**config.mk**
```make
export PLATFORM = sky130hd
export DESIGN_NAME = spsk_front
export DESIGN_NICKNAME = d
export VERILOG_FILES = /design/src/rtl/spsk_pkg.sv /design/src/rtl/spsk_front.sv
export SDC_FILE = /design/constraint.sdc
export NUM_CORES = 1
export LEC_CHECK = 0
export BUFFER_PORTS_ARGS = -buffer_cell sky130_fd_sc_hd__buf_4
export CAP_MARGIN = 30
export CORE_MARGIN = 3
export CORE_UTILIZATION = 50
export DETAILED_ROUTE_END_ITERATION = 7
export GPL_TIMING_DRIVEN = 0
export PLACE_DENSITY = 0.74
export SYNTH_ARGS = -nofsm -noshare
export SYNTH_HDL_FRONTEND = slang
export SYNTH_SLANG_ARGS = --single-unit
```
**constraint.sdc**
```tcl
create_clock -name i_clk -period 5.4 [get_ports i_clk]
set_input_delay 1.08 -clock i_clk [delete_from_list [all_inputs] [get_ports i_clk]]
set_output_delay 1.08 -clock i_clk [all_outputs]
set_load 0.05 [all_outputs]
```
**src/rtl/spsk_pkg.sv**
```systemverilog
// Shared types, constants and field codes for the SPS picture size parser.
package spsk_pkg;

    localparam logic [15:0] SCAN_LIMIT_RESET = 16'd1024;
    localparam logic [31:0] START_CODE       = 32'h0000_0001;
    localparam logic [4:0]  NAL_TYPE_SPS     = 5'd7;
    localparam logic [11:0] BLOCKS_MAX       = 12'd4095;
    localparam logic [7:0]  BYTE_MAX         = 8'd255;
    localparam logic [15:0] SIZE_MAX         = 16'd65520;

    typedef struct packed {
        logic [7:0] data_byte;
        logic       last_byte;
    } t_in;

    typedef struct packed {
        logic [1:0]  status;
        logic [15:0] width;
        logic [15:0] height;
    } t_out;

    localparam logic [1:0] ST_NONE    = 2'd0;
    localparam logic [1:0] ST_OK      = 2'd1;
    localparam logic [1:0] ST_TRUNC   = 2'd2;
    localparam logic [1:0] ST_SCALING = 2'd3;

    // Operation that the front end attaches to every byte.
    typedef enum logic [1:0] {
        OP_SKIP,
        OP_START,
        OP_PAYLOAD,
        OP_END
    } t_op;

    typedef struct packed {
        t_op        op;
        logic [7:0] data_byte;
        logic       last_byte;
    } t_item;

    typedef enum logic [2:0] {
        PH_IDLE,
        PH_PARSE,
        PH_OK,
        PH_TRUNC,
        PH_SCALING
    } t_phase;

    localparam logic [4:0] FD_PROFILE      = 5'd0;
    localparam logic [4:0] FD_CONSTRAINT   = 5'd1;
    localparam logic [4:0] FD_LEVEL        = 5'd2;
    localparam logic [4:0] FD_SPS_ID       = 5'd3;
    localparam logic [4:0] FD_CHROMA       = 5'd4;
    localparam logic [4:0] FD_SEP_COLOUR   = 5'd5;
    localparam logic [4:0] FD_DEPTH_LUMA   = 5'd6;
    localparam logic [4:0] FD_DEPTH_CHROMA = 5'd7;
    localparam logic [4:0] FD_BYPASS       = 5'd8;
    localparam logic [4:0] FD_MATRIX       = 5'd9;
    localparam logic [4:0] FD_LIST         = 5'd10;
    localparam logic [4:0] FD_LOG2_FRAME   = 5'd11;
    localparam logic [4:0] FD_POC_TYPE     = 5'd12;
    localparam logic [4:0] FD_POC_LSB      = 5'd13;
    localparam logic [4:0] FD_ALWAYS_ZERO  = 5'd14;
    localparam logic [4:0] FD_OFF_NONREF   = 5'd15;
    localparam logic [4:0] FD_OFF_TB       = 5'd16;
    localparam logic [4:0] FD_CYCLE_COUNT  = 5'd17;
    localparam logic [4:0] FD_CYCLE_OFFSET = 5'd18;
    localparam logic [4:0] FD_NUM_REF      = 5'd19;
    localparam logic [4:0] FD_GAPS         = 5'd20;
    localparam logic [4:0] FD_WIDTH        = 5'd21;
    localparam logic [4:0] FD_HEIGHT       = 5'd22;

endpackage

```
**src/rtl/spsk_front.sv**
```systemverilog
// Front end: start code scan, NAL header check and escape byte classification.
module spsk_front (
    input  logic               i_clk,
    input  logic               i_rst_n,
    input  logic               i_cfg_valid,
    input  logic [15:0]        i_cfg_data,
    input  logic               i_accept,
    input  spsk_pkg::t_in      i_in,
    output spsk_pkg::t_item    o_item
);

    typedef enum logic [1:0] {
        F_SCAN,
        F_HEADER,
        F_SPS,
        F_DONE
    } t_fstate;

    t_fstate     r_state, n_state;
    logic [31:0] r_recent, n_recent;
    logic [15:0] r_seen;
    logic [15:0] r_limit;
    logic [1:0]  r_run, n_run;
    logic        past_limit;

    assign n_recent   = {r_recent[23:0], i_in.data_byte};
    assign past_limit = r_seen >= r_limit;

    // Classify the byte and pick the next scan state
    always_comb begin
        n_state = r_state;
        n_run   = r_run;
        o_item.op        = spsk_pkg::OP_SKIP;
        o_item.data_byte = i_in.data_byte;
        o_item.last_byte = i_in.last_byte;
        unique case (r_state)
            F_SCAN: begin
                if (past_limit) begin
                    n_state = F_DONE;
                end else if (n_recent == spsk_pkg::START_CODE) begin
                    n_state = F_HEADER;
                end
            end
            F_HEADER: begin
                if (i_in.data_byte[4:0] == spsk_pkg::NAL_TYPE_SPS) begin
                    n_state   = F_SPS;
                    n_run     = 2'd0;
                    o_item.op = spsk_pkg::OP_START;
                end else begin
                    n_state = past_limit ? F_DONE : F_SCAN;
                end
            end
            F_SPS: begin
                if (r_run == 2'd2 && i_in.data_byte == 8'd3) begin
                    n_run = 2'd0;
                end else if (r_run == 2'd2 && i_in.data_byte <= 8'd2) begin
                    n_state   = F_DONE;
                    o_item.op = spsk_pkg::OP_END;
                end else begin
                    o_item.op = spsk_pkg::OP_PAYLOAD;
                    if (i_in.data_byte == 8'd0) begin
                        n_run = (r_run < 2'd2) ? r_run + 2'd1 : 2'd2;
                    end else begin
                        n_run = 2'd0;
                    end
                end
            end
            F_DONE: begin
            end
            default: begin
            end
        endcase
    end

    // Hold scan state; clear it after each last byte
    always_ff @(posedge i_clk) begin
        if (!i_rst_n) begin
            r_state  <= F_SCAN;
            r_recent <= '1;
            r_seen   <= '0;
            r_run    <= '0;
            r_limit  <= spsk_pkg::SCAN_LIMIT_RESET;
        end else begin
            if (i_cfg_valid) begin
                r_limit <= i_cfg_data;
            end
            if (i_accept) begin
                if (i_in.last_byte) begin
                    r_state  <= F_SCAN;
                    r_recent <= '1;
                    r_seen   <= '0;
                    r_run    <= '0;
                end else begin
                    r_state  <= n_state;
                    r_recent <= n_recent;
                    r_run    <= n_run;
                    if (r_seen != 16'hffff) begin
                        r_seen <= r_seen + 16'd1;
                    end
                end
            end
        end
    end

endmodule

```
==> reports/metrics.yaml <==
status:
  status: "finished clean"
yosys:
  async_flop_share_pct: 0
  synth_top_area_share_pct: 37.7
  syn-instance-count: 374
  syn_nets: 423
  post_synth.cell_area_avg_um2: 8.52
  synth_cell_type_count: 48
  synth-seq-cells: 60
  synth_flop_cell: "dfxtp_1"
  synth_area_um2: 3190
  synth_edf_count: 0
  synth_most_common_cell: "dfxtp_1"
  yosys-top-cells-count: "dfxtp_1 (60), nor2_1 (49), o21ai_0 (28)"
  yosys-top-cells-area: "dfxtp_1 (38%), ha_1 (7.9%), nor2_1 (5.8%)"
  yosysWarningCount: 0
  synth.largest_area_cell: "dfxtp_1"
  seq_area_frac_synth_pct: 37.7
floorplan:
  die_w_um: 85.8
  initial_utilization_pct: 52.6
  core_area_um2: 6060
  fp-row-count: 28
  ios: 40
  die_y_um: 85.8
  dieArea_um2: 7370
global_routing:
  grt_pass1_vias: 2615
  track_usage_pct: 20.2
  grt_first_pass_wirelength_mm: 11.8
  overflow: 0
  antenna_found_initial: 0
  grt_start_max_net_pins: 11
job:
  maxCapViolCount: 0
cells_and_area:
  area_growth_pct: 18.2
  drive_gt1_share_pct: 16.9
  nets: 470
  fillCellCount: 543
  n_antenna_cell: 0
power:
  p_leak_uw: 0.00159
  irDropWorstVdd_v: 0.000181
  p_per_area_nw_per_um2: 275
  power_uw: 1030
route:
  post-route-drc-count: 0
  dr.pass1.iters: 4
  dr.first_iter.drc_count: 63
  viasPerCell: 5.41
  vias: 2711
  postRouteAntennaNets: 0
  drt-total-wl_mm: 6.90
  detail_route.wl_per_cell_um: 13.8
critical_path:
  start_kind: "input port"
  crit_fanout: 5
  worstSetupPathType: "in -> out"
  cp.required_ps: 4320
  cp-end-kind: "output port"
  crit_arrival_ps: 2230
clock_network:
  insertion_delay_ps: 340
  cts_resized: 0
  numCtsBuffers: 9
  cts_buffer_depth: 2
  htree_levels: 3
  postCtsSetupBuffers: 0
  cts-root-buf: "clkbuf_8"
  cts-hold-fix-buffers: 0
  clk_pin_slew_ps: 70
  cts_tree: "built"
  clock-sinks: 60
timing:
  max_slew_margin_pct: 57.2
  tightest_slew_ps: 636
  finalCritPeriodShare_pct: 61.3
  hold_ws_ps: 501
  setup_violations: 0
  rsz0062_at_grt: "no"
  tns_ps: 0
  slew_violations: 0
  hold_viol: 0
  fin_skew_ps: 8.92
  fmax_mhz: 302
  fin_crit_ps: 3310
place:
  port_buffers: 36
  gp_congestion: 0.817
  hpwlAfterDp_mm: 5.25
hold_path:
  hold_path.class: "reg -> reg"
-- area by class of cell --
class                      count  area [um^2]  area share, %
multi-input combinational    263         1760           46.6
sequential                    60         1200           31.9
timing repair buffer          36          270           7.17
clock buffer                  11          141           3.75
buffer                        27          139           3.69
tap                           75         93.8           2.49
inverter                      24         90.1           2.39
clock inverter                 5         75.1           1.99
-- critical path, stage by stage --
cell and delay (ps):
buf_4 120, nor2_2 190, and3_1 250, nand3_2 140
a21boi_0 220, buf_4 230
-- flip-flops by register name (all words and copies together), names as in the netlist --
name and cells:
r_limit 16, r_recent 24, r_run 2, r_seen 16, r_state 2
-- power by group --
group          switching, uW  internal, uW  leakage, uW
registers               8.86           455     0.000489
clock network            174           270     0.000113
logic                   72.9          53.9     0.000988
-- cells by family (layout without fill, tap and decap cells) --
| logic type | after synthesis | count (layout) | synth area share [%] |
|---|---|---|---|
| AOI/OAI and AO/OA | 56 | 56 | 12.1 |
| buffers and inverters | 51 | 103 | 7.18 |
| muxes | 18 | 18 | 5.65 |
| xor gates and xnor gates | 15 | 15 | 4.12 |
| adders and majority gates | 20 | 20 | 7.85 |
| and+or+nand+nor | 154 | 154 | 25.4 |
| DFF | 60 | 60 | 37.7 |
-- layout by cell type, fill, tap and decap left out, types with 2 or more instances in the layout --
cell type / Yosys / layout
dfxtp_1: 60 / 60
nor2_1: 49 / 49
buf_4: 9 / 45
o21ai_0: 28 / 28
nor3_1: 26 / 26
inv_1: 24 / 24
ha_1: 20 / 20
nor2b_1: 19 / 19
mux2i_1: 18 / 18
nand4_1: 13 / 13
xor2_1: 11 / 11
clkbuf_1: 9 / 10
clkbuf_8: 0 / 10
nand2_1: 9 / 9
nand3_1: 9 / 9
nor4_1: 8 / 8
and3_1: 6 / 6
buf_1: 6 / 6
a21oi_1: 6 / 6
xnor2_1: 4 / 4
nand2b_1: 3 / 3
buf_2: 3 / 3
or3_1: 3 / 3
clkinv_2: 0 / 3
and2_1: 2 / 2
a21boi_0: 2 / 2
a21o_1: 2 / 2
o21ai_1: 2 / 2
o211ai_1: 2 / 2
bufinv_16: 0 / 2
-- stage by stage --
| step | utilization (%) | cells | setup slack (ps) | cell area [um^2] |
|---|---|---|---|---|
| after floorplan | - | 374 | 1600 | 3190 |
| after global placement | 58.6 | 485 | 2100 | 3550 |
| after detailed placement | 58.6 | 485 | 2110 | 3550 |
| after CTS | 62.2 | 501 | 2090 | 3770 |
| after global routing | 62.2 | 501 | 1930 | 3770 |
| final | 62.2 | 501 | 2090 | 3770 |
-- per-layer routing --
layer | track usage [%] | wire (um)
met1 | 26.4 | 3280
met2 | 31.7 | 3240
met3 | 6.15 | 286
met4 | 7.05 | 93
met5 | 0 | 0
-- final timing paths --
path	startpoint	endpoint	slack, ps	cells after the start
setup / recovery	i_in[5]	o_item[9]	2090	6
hold / removal	r_limit[10]	r_limit[10]	500	2
setup reg to reg	r_seen[6]	r_state[1]	3190	7
hold reg to reg	r_limit[10]	r_limit[10]	500	2
No activity file was read; power rests on OpenSTA's default activity.
