<file path="config.mk">
export PLATFORM = sky130hd
export DESIGN_NAME = spsk_queue
export DESIGN_NICKNAME = d
export VERILOG_FILES = /design/src/rtl/spsk_pkg.sv /design/src/rtl/spsk_queue.sv
export SDC_FILE = /design/constraint.sdc
export NUM_CORES = 1
export LEC_CHECK = 0
export ABC_CLOCK_PERIOD_IN_PS = 1870
export BUFFER_PORTS_ARGS = -buffer_cell sky130_fd_sc_hd__buf_2
export CORE_MARGIN = 4
export CORE_UTILIZATION = 40
export DETAILED_ROUTE_END_ITERATION = 10
export GPL_TIMING_DRIVEN = 0
export PLACE_DENSITY_LB_ADDON = 0.12
export SLEW_MARGIN = 5
export SYNTH_ARGS = -nofsm -noshare
export SYNTH_HDL_FRONTEND = slang
export SYNTH_SLANG_ARGS = --single-unit
</file>
<file path="constraint.sdc">
create_clock -name i_clk -period 1.87 [get_ports i_clk]
set_input_delay 0.374 -clock i_clk [delete_from_list [all_inputs] [get_ports i_clk]]
set_output_delay 0.374 -clock i_clk [all_outputs]
set_load 0.01 [all_outputs]
</file>
<file path="src/rtl/spsk_pkg.sv">
// Shared types, constants and field codes for the SPS picture size parser.
package spsk_pkg;

    localparam logic [15:0] SCAN_LIMIT_RESET = 16'd1024;
    localparam logic [31:0] START_CODE       = 32'h0000_0001;
    localparam logic [4:0]  NAL_TYPE_SPS     = 5'd7;
    localparam logic [11:0] BLOCKS_MAX       = 12'd4095;
    localparam logic [7:0]  BYTE_MAX         = 8'd255;
    localparam logic [15:0] SIZE_MAX         = 16'd65520;

    typedef struct packed {
        logic [7:0] data_byte;
        logic       last_byte;
    } t_in;

    typedef struct packed {
        logic [1:0]  status;
        logic [15:0] width;
        logic [15:0] height;
    } t_out;

    localparam logic [1:0] ST_NONE    = 2'd0;
    localparam logic [1:0] ST_OK      = 2'd1;
    localparam logic [1:0] ST_TRUNC   = 2'd2;
    localparam logic [1:0] ST_SCALING = 2'd3;

    // Operation that the front end attaches to every byte.
    typedef enum logic [1:0] {
        OP_SKIP,
        OP_START,
        OP_PAYLOAD,
        OP_END
    } t_op;

    typedef struct packed {
        t_op        op;
        logic [7:0] data_byte;
        logic       last_byte;
    } t_item;

    typedef enum logic [2:0] {
        PH_IDLE,
        PH_PARSE,
        PH_OK,
        PH_TRUNC,
        PH_SCALING
    } t_phase;

    localparam logic [4:0] FD_PROFILE      = 5'd0;
    localparam logic [4:0] FD_CONSTRAINT   = 5'd1;
    localparam logic [4:0] FD_LEVEL        = 5'd2;
    localparam logic [4:0] FD_SPS_ID       = 5'd3;
    localparam logic [4:0] FD_CHROMA       = 5'd4;
    localparam logic [4:0] FD_SEP_COLOUR   = 5'd5;
    localparam logic [4:0] FD_DEPTH_LUMA   = 5'd6;
    localparam logic [4:0] FD_DEPTH_CHROMA = 5'd7;
    localparam logic [4:0] FD_BYPASS       = 5'd8;
    localparam logic [4:0] FD_MATRIX       = 5'd9;
    localparam logic [4:0] FD_LIST         = 5'd10;
    localparam logic [4:0] FD_LOG2_FRAME   = 5'd11;
    localparam logic [4:0] FD_POC_TYPE     = 5'd12;
    localparam logic [4:0] FD_POC_LSB      = 5'd13;
    localparam logic [4:0] FD_ALWAYS_ZERO  = 5'd14;
    localparam logic [4:0] FD_OFF_NONREF   = 5'd15;
    localparam logic [4:0] FD_OFF_TB       = 5'd16;
    localparam logic [4:0] FD_CYCLE_COUNT  = 5'd17;
    localparam logic [4:0] FD_CYCLE_OFFSET = 5'd18;
    localparam logic [4:0] FD_NUM_REF      = 5'd19;
    localparam logic [4:0] FD_GAPS         = 5'd20;
    localparam logic [4:0] FD_WIDTH        = 5'd21;
    localparam logic [4:0] FD_HEIGHT       = 5'd22;

endpackage

</file>
<file path="src/rtl/spsk_queue.sv">
// Two-entry queue between front end and parser.
module spsk_queue (
    input  logic            i_clk,
    input  logic            i_rst_n,
    input  logic            i_wr,
    input  spsk_pkg::t_item i_item,
    output logic            o_full,
    input  logic            i_rd,
    output logic            o_valid,
    output spsk_pkg::t_item o_item
);

    spsk_pkg::t_item r_mem [2];
    logic            r_wp;
    logic            r_rp;
    logic [1:0]      r_cnt;

    assign o_full  = r_cnt == 2'd2;
    assign o_valid = r_cnt != 2'd0;
    assign o_item  = r_mem[r_rp];

    // Store queue entries
    always_ff @(posedge i_clk) begin
        if (i_wr) begin
            r_mem[r_wp] <= i_item;
        end
    end

    // Advance pointers and count
    always_ff @(posedge i_clk) begin
        if (!i_rst_n) begin
            r_wp  <= 1'b0;
            r_rp  <= 1'b0;
            r_cnt <= '0;
        end else begin
            if (i_wr) begin
                r_wp <= ~r_wp;
            end
            if (i_rd) begin
                r_rp <= ~r_rp;
            end
            r_cnt <= r_cnt + {1'b0, i_wr} - {1'b0, i_rd};
        end
    end

endmodule

</file>
==> impl_results.md, run 1 <==
* Outcome: completed
* Antenna Nets Post-Route at 0
* Clock-pin slew reported for the worst setup and hold paths after clock tree synthesis at 140 ps
* Post-Syn Nets at 72
* Number of distinct library cells after synthesis at 13
* Clock skew at 0.7896 ps
* Setup-violating endpoint count in the final report at 0
* Sequential cell area fraction in the yosys report at 0.7460
* Class of the most critical setup path: register to output port
* Worst vdd ir at 0.0004572 V
* Period utilisation layout at 0.9413
* Resized Gates After CTS at 0
* Setup repair bufs after CTS at 0
* Clock buffer count from CTS at 3
* Commonest non-fill, non-tap cell in the layout: buf_2
* Arrival time at the worst endpoint at 1390 ps
* Worst min-delay path class: primary input to register
* Critical path required time at 1500 ps
* Most frequent cells in the layout: 27 x buf_2, 22 x edfxtp_1, 10 x mux2_1
* Antenna violations before repair at 0
* Total of warnings raised by yosys at 0
* Final non-filler cell area at 1222 sq um
* RSZ-0062 raised after global routing: no
* Iteration-0 DRC count of the detailed router at 1
* Average size of a mapped cell at 18.54 sq um
* Highest achievable clock rate at 568.1 MHz
* Total half-perimeter wirelength after legalization and detailed placement at 1.035 mm
* Minimum setup slack among reg-to-reg paths at 370 ps
* Post-Synth Adder-Cell Area at 0.02454
* Count of maximum capacitance violations at 0
* Number of hold violations in the final report at 0
* Xor-xnor portion of the synthesized cell area at 0.03067
* CTS Sinks at 27
* Clock Power Share at 0.220
* Area fraction in compound gates after synthesis at 0.007362
* Die area at 3421 sq um
* Startpoint type of the worst setup path: register
* Hold buffers post-CTS at 0
* Post-synthesis instance area at 1020 sq um
* Final max-slew violation count at 0
* Initial standard-cell utilization of the core at 0.4154
* Switching component of the power at 0.2642 mW
* Post-synthesis cell count at 55
* Chip width at 58.49 um
* Maximum level of the CTS H-tree at 1
* Die span in y at 58.49 um
* TritonCTS clock tree: yes
* Wire length per cell after detailed routing at 13.09 um
* Overall fraction of global-route tracks in use at 0.1005
* Clock root buffer master: clkbuf_4
* Pwr/cell area at 925.7 nW/um^2
* Global-route wire length before repair at 2.435 mm
* Fin nets at 104
* DRC violations left at 0
* Static leakage at 0.4854 nW
* Floorplan row count at 18
* Share of cells above drive strength 1 at 0.3837
* Relative contribution of sequential cells to total power at 0.626
* Portion of synthesized cell area occupied by the leading cell type at 0.6479
* Detailed-route vias per instance at 4.603
* Vias at 534
* Standard cell area after detailed placement at 1192 sq um
* Final worst path period need at 1760 ps
* Worst Max-Slew Pin Slew at 1032 ps
* Number of input and output port buffers inserted at 27
* Last weighted congestion value of the routability-driven placer at 0.6645
* Skew-Pair Late Insertion Delay at 320 ps
* Top area cells in the synthesized netlist: edfxtp_1 65%, mux2_1 11%, dfxtp_1 9.8%, and2_1 2.5%, ha_1 2.5%
* Max Root-Sink Buffers at 2
* Main combinational cell family by area after synthesis: multiplexers
* Accumulated negative setup slack at 0 ps
* Headroom to the max-slew limit at 0.3105
* Core box area at 2455 sq um
* Maximum cell stage delay along the critical path at 370 ps
* Combinational cell fraction of total power at 0.155
* Cell with the largest stage delay on the worst path: dfxtp_1
* Dominant delay contributor by cell family on the critical path: flip-flops
* Cell breakdown of the critical path: buf_4 > mux2_1 > buf_2
* Proportion of synthesized area in mux cells at 0.1215
* Layout Area Growth over Synthesis at 19.88%
* Residual overflow from global routing at 0
* Number of synthesized register bits at 27
* Antenna cell count at 0
* Wire length reported by the detailed router at 1.518 mm
* Critical path peak fanout at 10
* Number of global-route vias before repair at 586
* I/O pins at 28
* Number of buffers and inverters on the critical path at 2
* Kind of end point of the critical path: output port
* Area leader, netlist: edfxtp_1
* Post-Synth Simple-Gate Area at 0.05521
* Fraction of power spent switching nets at 0.2335
* Maximum number of pins on one net before global-route repair at 17
* Internal power summed over all cells at 0.8673 mW
* Pre-antenna DRT Iters at 4
[area by class of cell]
type / instances / area (sq um)
multi-input combinational: 25 / 244.0
clock inverter: 1 / 7.507
inverter: 2 / 7.507
timing repair buffer: 27 / 135.1
clock buffer: 3 / 22.52
fill: 231 / 1232
sequential: 27 / 760.7
buffer: 1 / 7.507
tap: 30 / 37.54
[cell usage after synthesis]
cell / instances
and2_1: 4
o21a_1: 1
edfxtp_1: 22
mux2_2: 1
or2_1: 1
xor2_1: 1
inv_1: 2
xnor3_1: 1
mux2_1: 10
nor2b_1: 4
buf_4: 1
dfxtp_1: 5
ha_1: 2
[metal layers]
metal,up-vias,global-route usage,share of wire
met5,-,0,0
met4,0,0.07947,0.034
met3,5,0.02193,0.066
met2,17,0.1691,0.48
met1,249,0.1084,0.42
li1,263,-,-
[sequential cells by signal, indices dropped and copies added (netlist names), named ones only]
name and count:
r_cnt 2, r_mem 22, r_rp 1, r_wp 1
[per-stage QoR]
step / hold WS, ps / util / setup slack, ps / instances / power, mW
global route: 196.1 / 0.4980 / 41.55 / 116 / 1.198
floorplan: 472.9 / - / 533.4 / 55 / 0.8278
CTS: 207.4 / 0.4980 / 78.26 / 116 / 1.157
global placement: 561.0 / 0.4857 / 103.5 / 112 / 0.8918
finish: 225.6 / 0.4980 / 109.8 / 116 / 1.132
detailed placement: 565.9 / 0.4857 / 108.0 / 112 / 0.8972
[power groups by stage]
stage	Clock, mW	Sequential (mW)	Combinational (mW)
after detailed placement	0	0.721	0.176
after global routing	0.292	0.712	0.194
after CTS	0.268	0.709	0.181
after floorplan	0	0.717	0.110
after global placement	0	0.719	0.173
final	0.249	0.708	0.175
[cells by family (layout without fill, tap and decap cells)]
logic type	Yosys count	in the layout
AO/OA/AOI/OAI	1	1
XOR/XNOR	2	2
adder cells (fa/ha/maj)	2	2
buffers and inverters	3	34
flip-flops	27	27
multiplexers	11	11
AND/OR/NAND/NOR	9	9
[path summary, 6_finish.rpt]
check,from,end,cells after the start
setup / recovery,register,o_item[5],3
hold / removal,i_item[10],r_mem[0][10],1
setup reg to reg,r_wp,r_mem[0][7],1
hold reg to reg,r_rp,register,2
(Power assumes the default switching activity.)
==> run 2, diff against run 1 <==
- ABC_CLOCK_PERIOD_IN_PS: 1870 -> 1760
- CTS_CLUSTER_DIAMETER: not set -> 50
- clock period: 1.87 -> 1.76 ns (I/O delays scaled with it)
==> run 2 against run 1 <==
  * Sequential power grew 6.4%
  * Power grew 6.5%
  * Clock power grew 6%
  * Register-to-register slack lost 110 ps
  * Flip-flop and latch count is the same
  * Highest routed layer unchanged
==> impl_results.md, run 2 (synthesized netlist as in run 1, its figures left out) <==
* Accumulated negative setup slack at 0 ps
* Hold buffers post-CTS at 0
* Setup repair bufs after CTS at 0
* Vias at 534
* Worst Max-Slew Pin Slew at 1033 ps
* Fin nets at 104
* Skew-Pair Late Insertion Delay at 320 ps
* Crit Reg-Reg Endpoint: r_mem[0][7]
* Startpoint type of the worst setup path: register
* Clock skew at 0.7896 ps
* TritonCTS clock tree: yes
* Antenna Nets Post-Route at 0
* Iteration-0 DRC count of the detailed router at 1
* Initial standard-cell utilization of the core at 0.4154
* Die span in y at 58.49 um
* Area used by multi-input combinational logic at 244.0 sq um
* Global-route wire length before repair at 2.435 mm
* Max Root-Sink Buffers at 2
* Maximum level of the CTS H-tree at 1
* Minimum setup slack among reg-to-reg paths at 260 ps
* Total half-perimeter wirelength after legalization and detailed placement at 1.035 mm
* Final Worst Setup Slack at 79.74 ps
* Highest achievable clock rate at 595.1 MHz
* Hold path startpoint: i_item[10]
* Setup WS pre-CTS at 19.97 ps
* Die area at 3421 sq um
* Fillers at 231
* Class of the most critical setup path: register to output port
* I/O pins at 28
* Pre-antenna DRT Iters at 4
* Share of cells above drive strength 1 at 0.3953
* Layout Area Growth over Synthesis at 20.37%
* Registers with the most flip-flops: r_mem x22, r_cnt x2
* Storage element area at 762.0 sq um
* Hold Path End: r_mem[0][10]
* Worst min-delay path class: primary input to register
* Count of maximum capacitance violations at 0
* Residual overflow from global routing at 0
* Clock buffer count from CTS at 3
* Final max-slew violation count at 0
* Depth of the worst register-to-register path at 1
* Period utilisation layout at 0.9547
* Static leakage at 0.4866 nW
* Antenna violations before repair at 0
* Most frequent cells in the layout: 27 x buf_2, 22 x edfxtp_1, 10 x mux2_1
* Startpoint of the worst-slack reg-to-reg timing path: r_wp
* Wire length reported by the detailed router at 1.519 mm
* Maximum number of pins on one net before global-route repair at 17
* Wire length per cell after detailed routing at 13.09 um
* DRC violations left at 0
* Headroom to the max-slew limit at 0.3102
* Final worst path period need at 1680 ps
* Commonest non-fill, non-tap cell in the layout: buf_2
* Antenna cell count at 0
* Detailed-route vias per instance at 4.603
* Core box area at 2455 sq um
* Setup-violating endpoint count in the final report at 0
* RSZ-0062 raised after global routing: no
* Number of input and output port buffers inserted at 27
* Clock root buffer master: clkbuf_4
* Register with the most flip-flops: r_mem
* Worst vdd ir at 0.0004859 V
* Arrival time at the worst endpoint at 1330 ps
* Chip width at 58.49 um
* Outcome: completed
* CTS Sinks at 27
* Last weighted congestion value of the routability-driven placer at 0.6645
* Cell depth of the worst hold path at 1
* Critical path peak fanout at 10
* Pwr/cell area at 981.5 nW/um^2
* Number of hold violations in the final report at 0
* Number of flip-flops in the largest register at 22
* Kind of end point of the critical path: output port
* Floorplan row count at 18
* Clock-pin slew reported for the worst setup and hold paths after clock tree synthesis at 140 ps
* Number of global-route vias before repair at 586
* Overall fraction of global-route tracks in use at 0.1005
* Critical path required time at 1410 ps
[run 2: cell count changes in the layout (fill, tap and decap cells not counted)]
cell	before	now
dfxtp_2	0	1
dfxtp_1	5	4
buf_6	0	1
buf_4	1	0
[run 2: timing repair]
item,in CTS,in global routing
setup endpoints to repair,2,7
gates cloned,0,0
gates resized for setup,1,1
[run 2: worst max path at each step]
stage	from	end	slack [ps]	depth (start not counted)
finish	register	o_item[5]	80	3
global route	register	o_item[6]	20	3
CTS	register	o_item[3]	20	3
detailed placement	i_wr	r_mem[0][7]	20	2
global placement	i_wr	r_mem[0][7]	20	2
floorplan	i_wr	r_mem[0][0]	450	1
[run 2: worst max-delay path, stage by stage (launching register included)]
cell	delay, ps
dfxtp_2	370
buf_6	150
mux2_1	340
buf_2	140
[run 2: where the power goes]
| group | internal, mW | switching [mW] | total (mW) |
|---|---|---|---|
| combinational | 0.100 | 0.0876 | 0.188 |
| clock | 0.0870 | 0.177 | 0.264 |
| sequential | 0.736 | 0.0166 | 0.753 |
| total | 0.924 | 0.281 | 1.20 |
[run 2: metrics by stage]
step | total power, mW | cells | utilization | hold WS [ps] | area [sq um]
after floorplan | 0.8795 | 55 | - | 450.9 | 1020
after global placement | 0.9476 | 112 | 0.4857 | 539.0 | 1192
after detailed placement | 0.9533 | 112 | 0.4857 | 543.9 | 1192
after CTS | 1.232 | 116 | 0.4995 | 185.4 | 1226
after global routing | 1.275 | 116 | 0.5000 | 174.1 | 1227
final | 1.205 | 116 | 0.5000 | 203.6 | 1227
[run 2: per-layer routing]
layer	GRT usage	share of wire	vias up
li1	-	-	263
met1	0.1084	0.42	249
met2	0.1691	0.48	17
met3	0.02193	0.066	5
met4	0.07947	0.034	0
met5	0	0	-
[run 2: cell type report]
class                      instances  area share
clock buffer                       3     0.01835
timing repair buffer              27      0.1101
tap                               30     0.03058
buffer                             1    0.009174
inverter                           2    0.006116
multi-input combinational         25      0.1988
clock inverter                     1    0.006116
sequential                        27      0.6208
==> run 3, diff against run 2 <==
- ABC_AREA: not set -> 1
- GPL_ROUTABILITY_DRIVEN: not set -> 0
==> run 3 against run 2 <==
  * Register-to-register slack improved by 40 ps
  * Synthesized cell count rose by 22%
  * Critical path depth unchanged
  * Global-route usage increased by 0.47 points
  * Die area grew 3.3%
  * Maximum frequency rose by 0.11%
==> impl_results.md, run 3 <==
* Outcome: completed
* Count of maximum capacitance violations at 0
* Average size of a mapped cell at 15.80 sq um
* Leading cell type by number of instances after synthesis: edfxtp_1
* Overall fraction of global-route tracks in use at 0.1052
* Fin nets at 116
* Vias at 580
* Wire length reported by the detailed router at 1.621 mm
* Maximum number of pins on one net before global-route repair at 15
* Worst Max-Slew Pin Slew at 968.7 ps
* Area leader, netlist: edfxtp_1
* Global-route wire length before repair at 2.663 mm
* Total of warnings raised by yosys at 0
* Worst min-delay path class: primary input to register
* Hold buffers post-CTS at 0
* Number of synthesized register bits at 27
* Total half-perimeter wirelength after legalization and detailed placement at 1.267 mm
* I/O pins at 28
* Highest achievable clock rate at 595.8 MHz
* DRC violations left at 0
* Die span in y at 59.44 um
* Residual overflow from global routing at 0
* Antenna Nets Post-Route at 0
* Post-Syn Nets at 84
* Fraction of registers with async set/reset at 0
* Total design power at 1.170 mW
* Initial standard-cell utilization of the core at 0.4234
* TritonCTS clock tree: yes
* Critical path peak fanout at 10
* Registers with the most flip-flops: r_mem x22, r_cnt x2
* Util after Layout at 0.5030
* Clock-pin slew reported for the worst setup and hold paths after clock tree synthesis at 130 ps
* Post-synthesis instance area at 1059 sq um
* Commonest non-fill, non-tap cell in the layout: buf_2
* Clock skew at 5.643 ps
* Top area cells in the synthesized netlist: edfxtp_1 62%, mux2_4 14%, dfxtp_1 9.5%, nand2_1 3.2%, nor2_1 2.8%
* Core box area at 2500 sq um
* Synth cell count leaders: 22 x edfxtp_1, 10 x mux2_4, 9 x nand2_1
* Clock root buffer master: clkbuf_4
* Skew-Pair Late Insertion Delay at 310 ps
* Wire length per cell after detailed routing at 12.66 um
* Number of input and output port buffers inserted at 27
* Area used by multi-input combinational logic at 260.3 sq um
* Setup repair bufs after CTS at 0
* Most frequent cells in the layout: 27 x buf_2, 22 x edfxtp_1, 10 x mux2_4
* Number of synthesized flops with an enable pin at 22
* Static leakage at 0.5526 nW
* Post-synthesis cell count at 67
* Cell breakdown of the critical path: buf_6 > mux2_4 > buf_2
* Resized Gates After CTS at 0
* Max Root-Sink Buffers at 2
* Register with the most flip-flops: r_mem
* Arrival time at the worst endpoint at 1330 ps
* Sequential cell area fraction in the yosys report at 0.7187
* Storage element area at 760.7 sq um
* Detailed-route vias per instance at 4.531
* Final max-slew violation count at 0
* Number of distinct library cells after synthesis at 11
* Cell with the largest stage delay on the worst path: dfxtp_1
* Pre-antenna DRT Iters at 3
* Layout Area Growth over Synthesis at 18.79%
* RSZ-0062 raised after global routing: no
* Fillers at 232
* Final worst path period need at 1678 ps
* Number of hold violations in the final report at 0
* Maximum level of the CTS H-tree at 1
* Setup-violating endpoint count in the final report at 0
* Class of the most critical setup path: register to output port
* Kind of end point of the critical path: output port
* Antenna cell count at 0
* Clock buffer count from CTS at 3
* Period utilisation layout at 0.9536
* Headroom to the max-slew limit at 0.3518
* Portion of synthesized cell area occupied by the leading cell type at 0.6241
* Floorplan row count at 18
* Number of flip-flops in the largest register at 22
* Pwr/cell area at 930.1 nW/um^2
* Maximum cell stage delay along the critical path at 370 ps
* Die area at 3533 sq um
* Antenna violations before repair at 0
* Share of cells above drive strength 1 at 0.4286
* Number of global-route vias before repair at 606
* CTS Sinks at 27
* Worst vdd ir at 0.0004817 V
* Accumulated negative setup slack at 0 ps
* Iteration-0 DRC count of the detailed router at 6
* Final non-filler cell area at 1257 sq um
* Standard cell area after detailed placement at 1231 sq um
* Most used flip-flop cell after synthesis: edfxtp_1
* Chip width at 59.44 um
* Critical path required time at 1410 ps
* Startpoint type of the worst setup path: register
-- run 3: report_power, final --
| part | switching, mW | total (mW) | internal (mW) |
|---|---|---|---|
| registers | 0.0136 | 0.747 | 0.733 |
| logic | 0.0894 | 0.177 | 0.0872 |
| clock network | 0.158 | 0.246 | 0.0884 |
-- run 3: cell type report --
type / count / share of cell area
clock buffers: 4 / 0.02090
well taps: 30 / 0.02985
plain buffers: 1 / 0.008955
inverters: 7 / 0.02090
repair buffers: 27 / 0.1075
flip-flops and latches: 27 / 0.6050
multi-input cells: 32 / 0.2070
-- run 3: cell families after synthesis --
family / share of synthesized area
DFF: 0.7187
and+or+nand+nor: 0.06501
muxes: 0.1525
buffers and inverters: 0.03546
adders and majority gates: 0.02364
AOI/OAI and AO/OA: 0.004724
-- run 3: worst max-delay path: cells and delay by family, from the launching register on --
kind,cells,cell delay [ps]
multiplexers,1,320
buffers and inverters,2,330
flip-flops,1,370
-- run 3: path summary, 6_finish.rpt --
kind,startpoint,endpoint,slack [ps],cells past startpoint
hold / removal,i_item[8],r_mem[0][8],220,1
setup / recovery,register,o_item[3],80,3
hold reg to reg,r_rp,r_rp,520,2
setup reg to reg,r_wp,r_mem[0][5],300,1
-- run 3: layer usage --
| metal | track usage | part of all wire | vias up |
|---|---|---|---|
| met4 | 0.05825 | 0.0093 | 0 |
| met5 | 0 | 0 | - |
| met2 | 0.1950 | 0.58 | 15 |
| met1 | 0.1063 | 0.35 | 272 |
| li1 | - | - | 291 |
| met3 | 0.02397 | 0.059 | 2 |
-- run 3: metrics by stage --
| stage | hold WS [ps] | setup WS (ps) | instances |
|---|---|---|---|
| after floorplan | 445.5 | 516.6 | 67 |
| after global placement | 479.6 | 96.44 | 124 |
| after detailed placement | 493.4 | 103.2 | 124 |
| after CTS | 210.5 | 50.84 | 128 |
| after global routing | 199.4 | 7.814 | 128 |
| final | 224.3 | 81.65 | 128 |
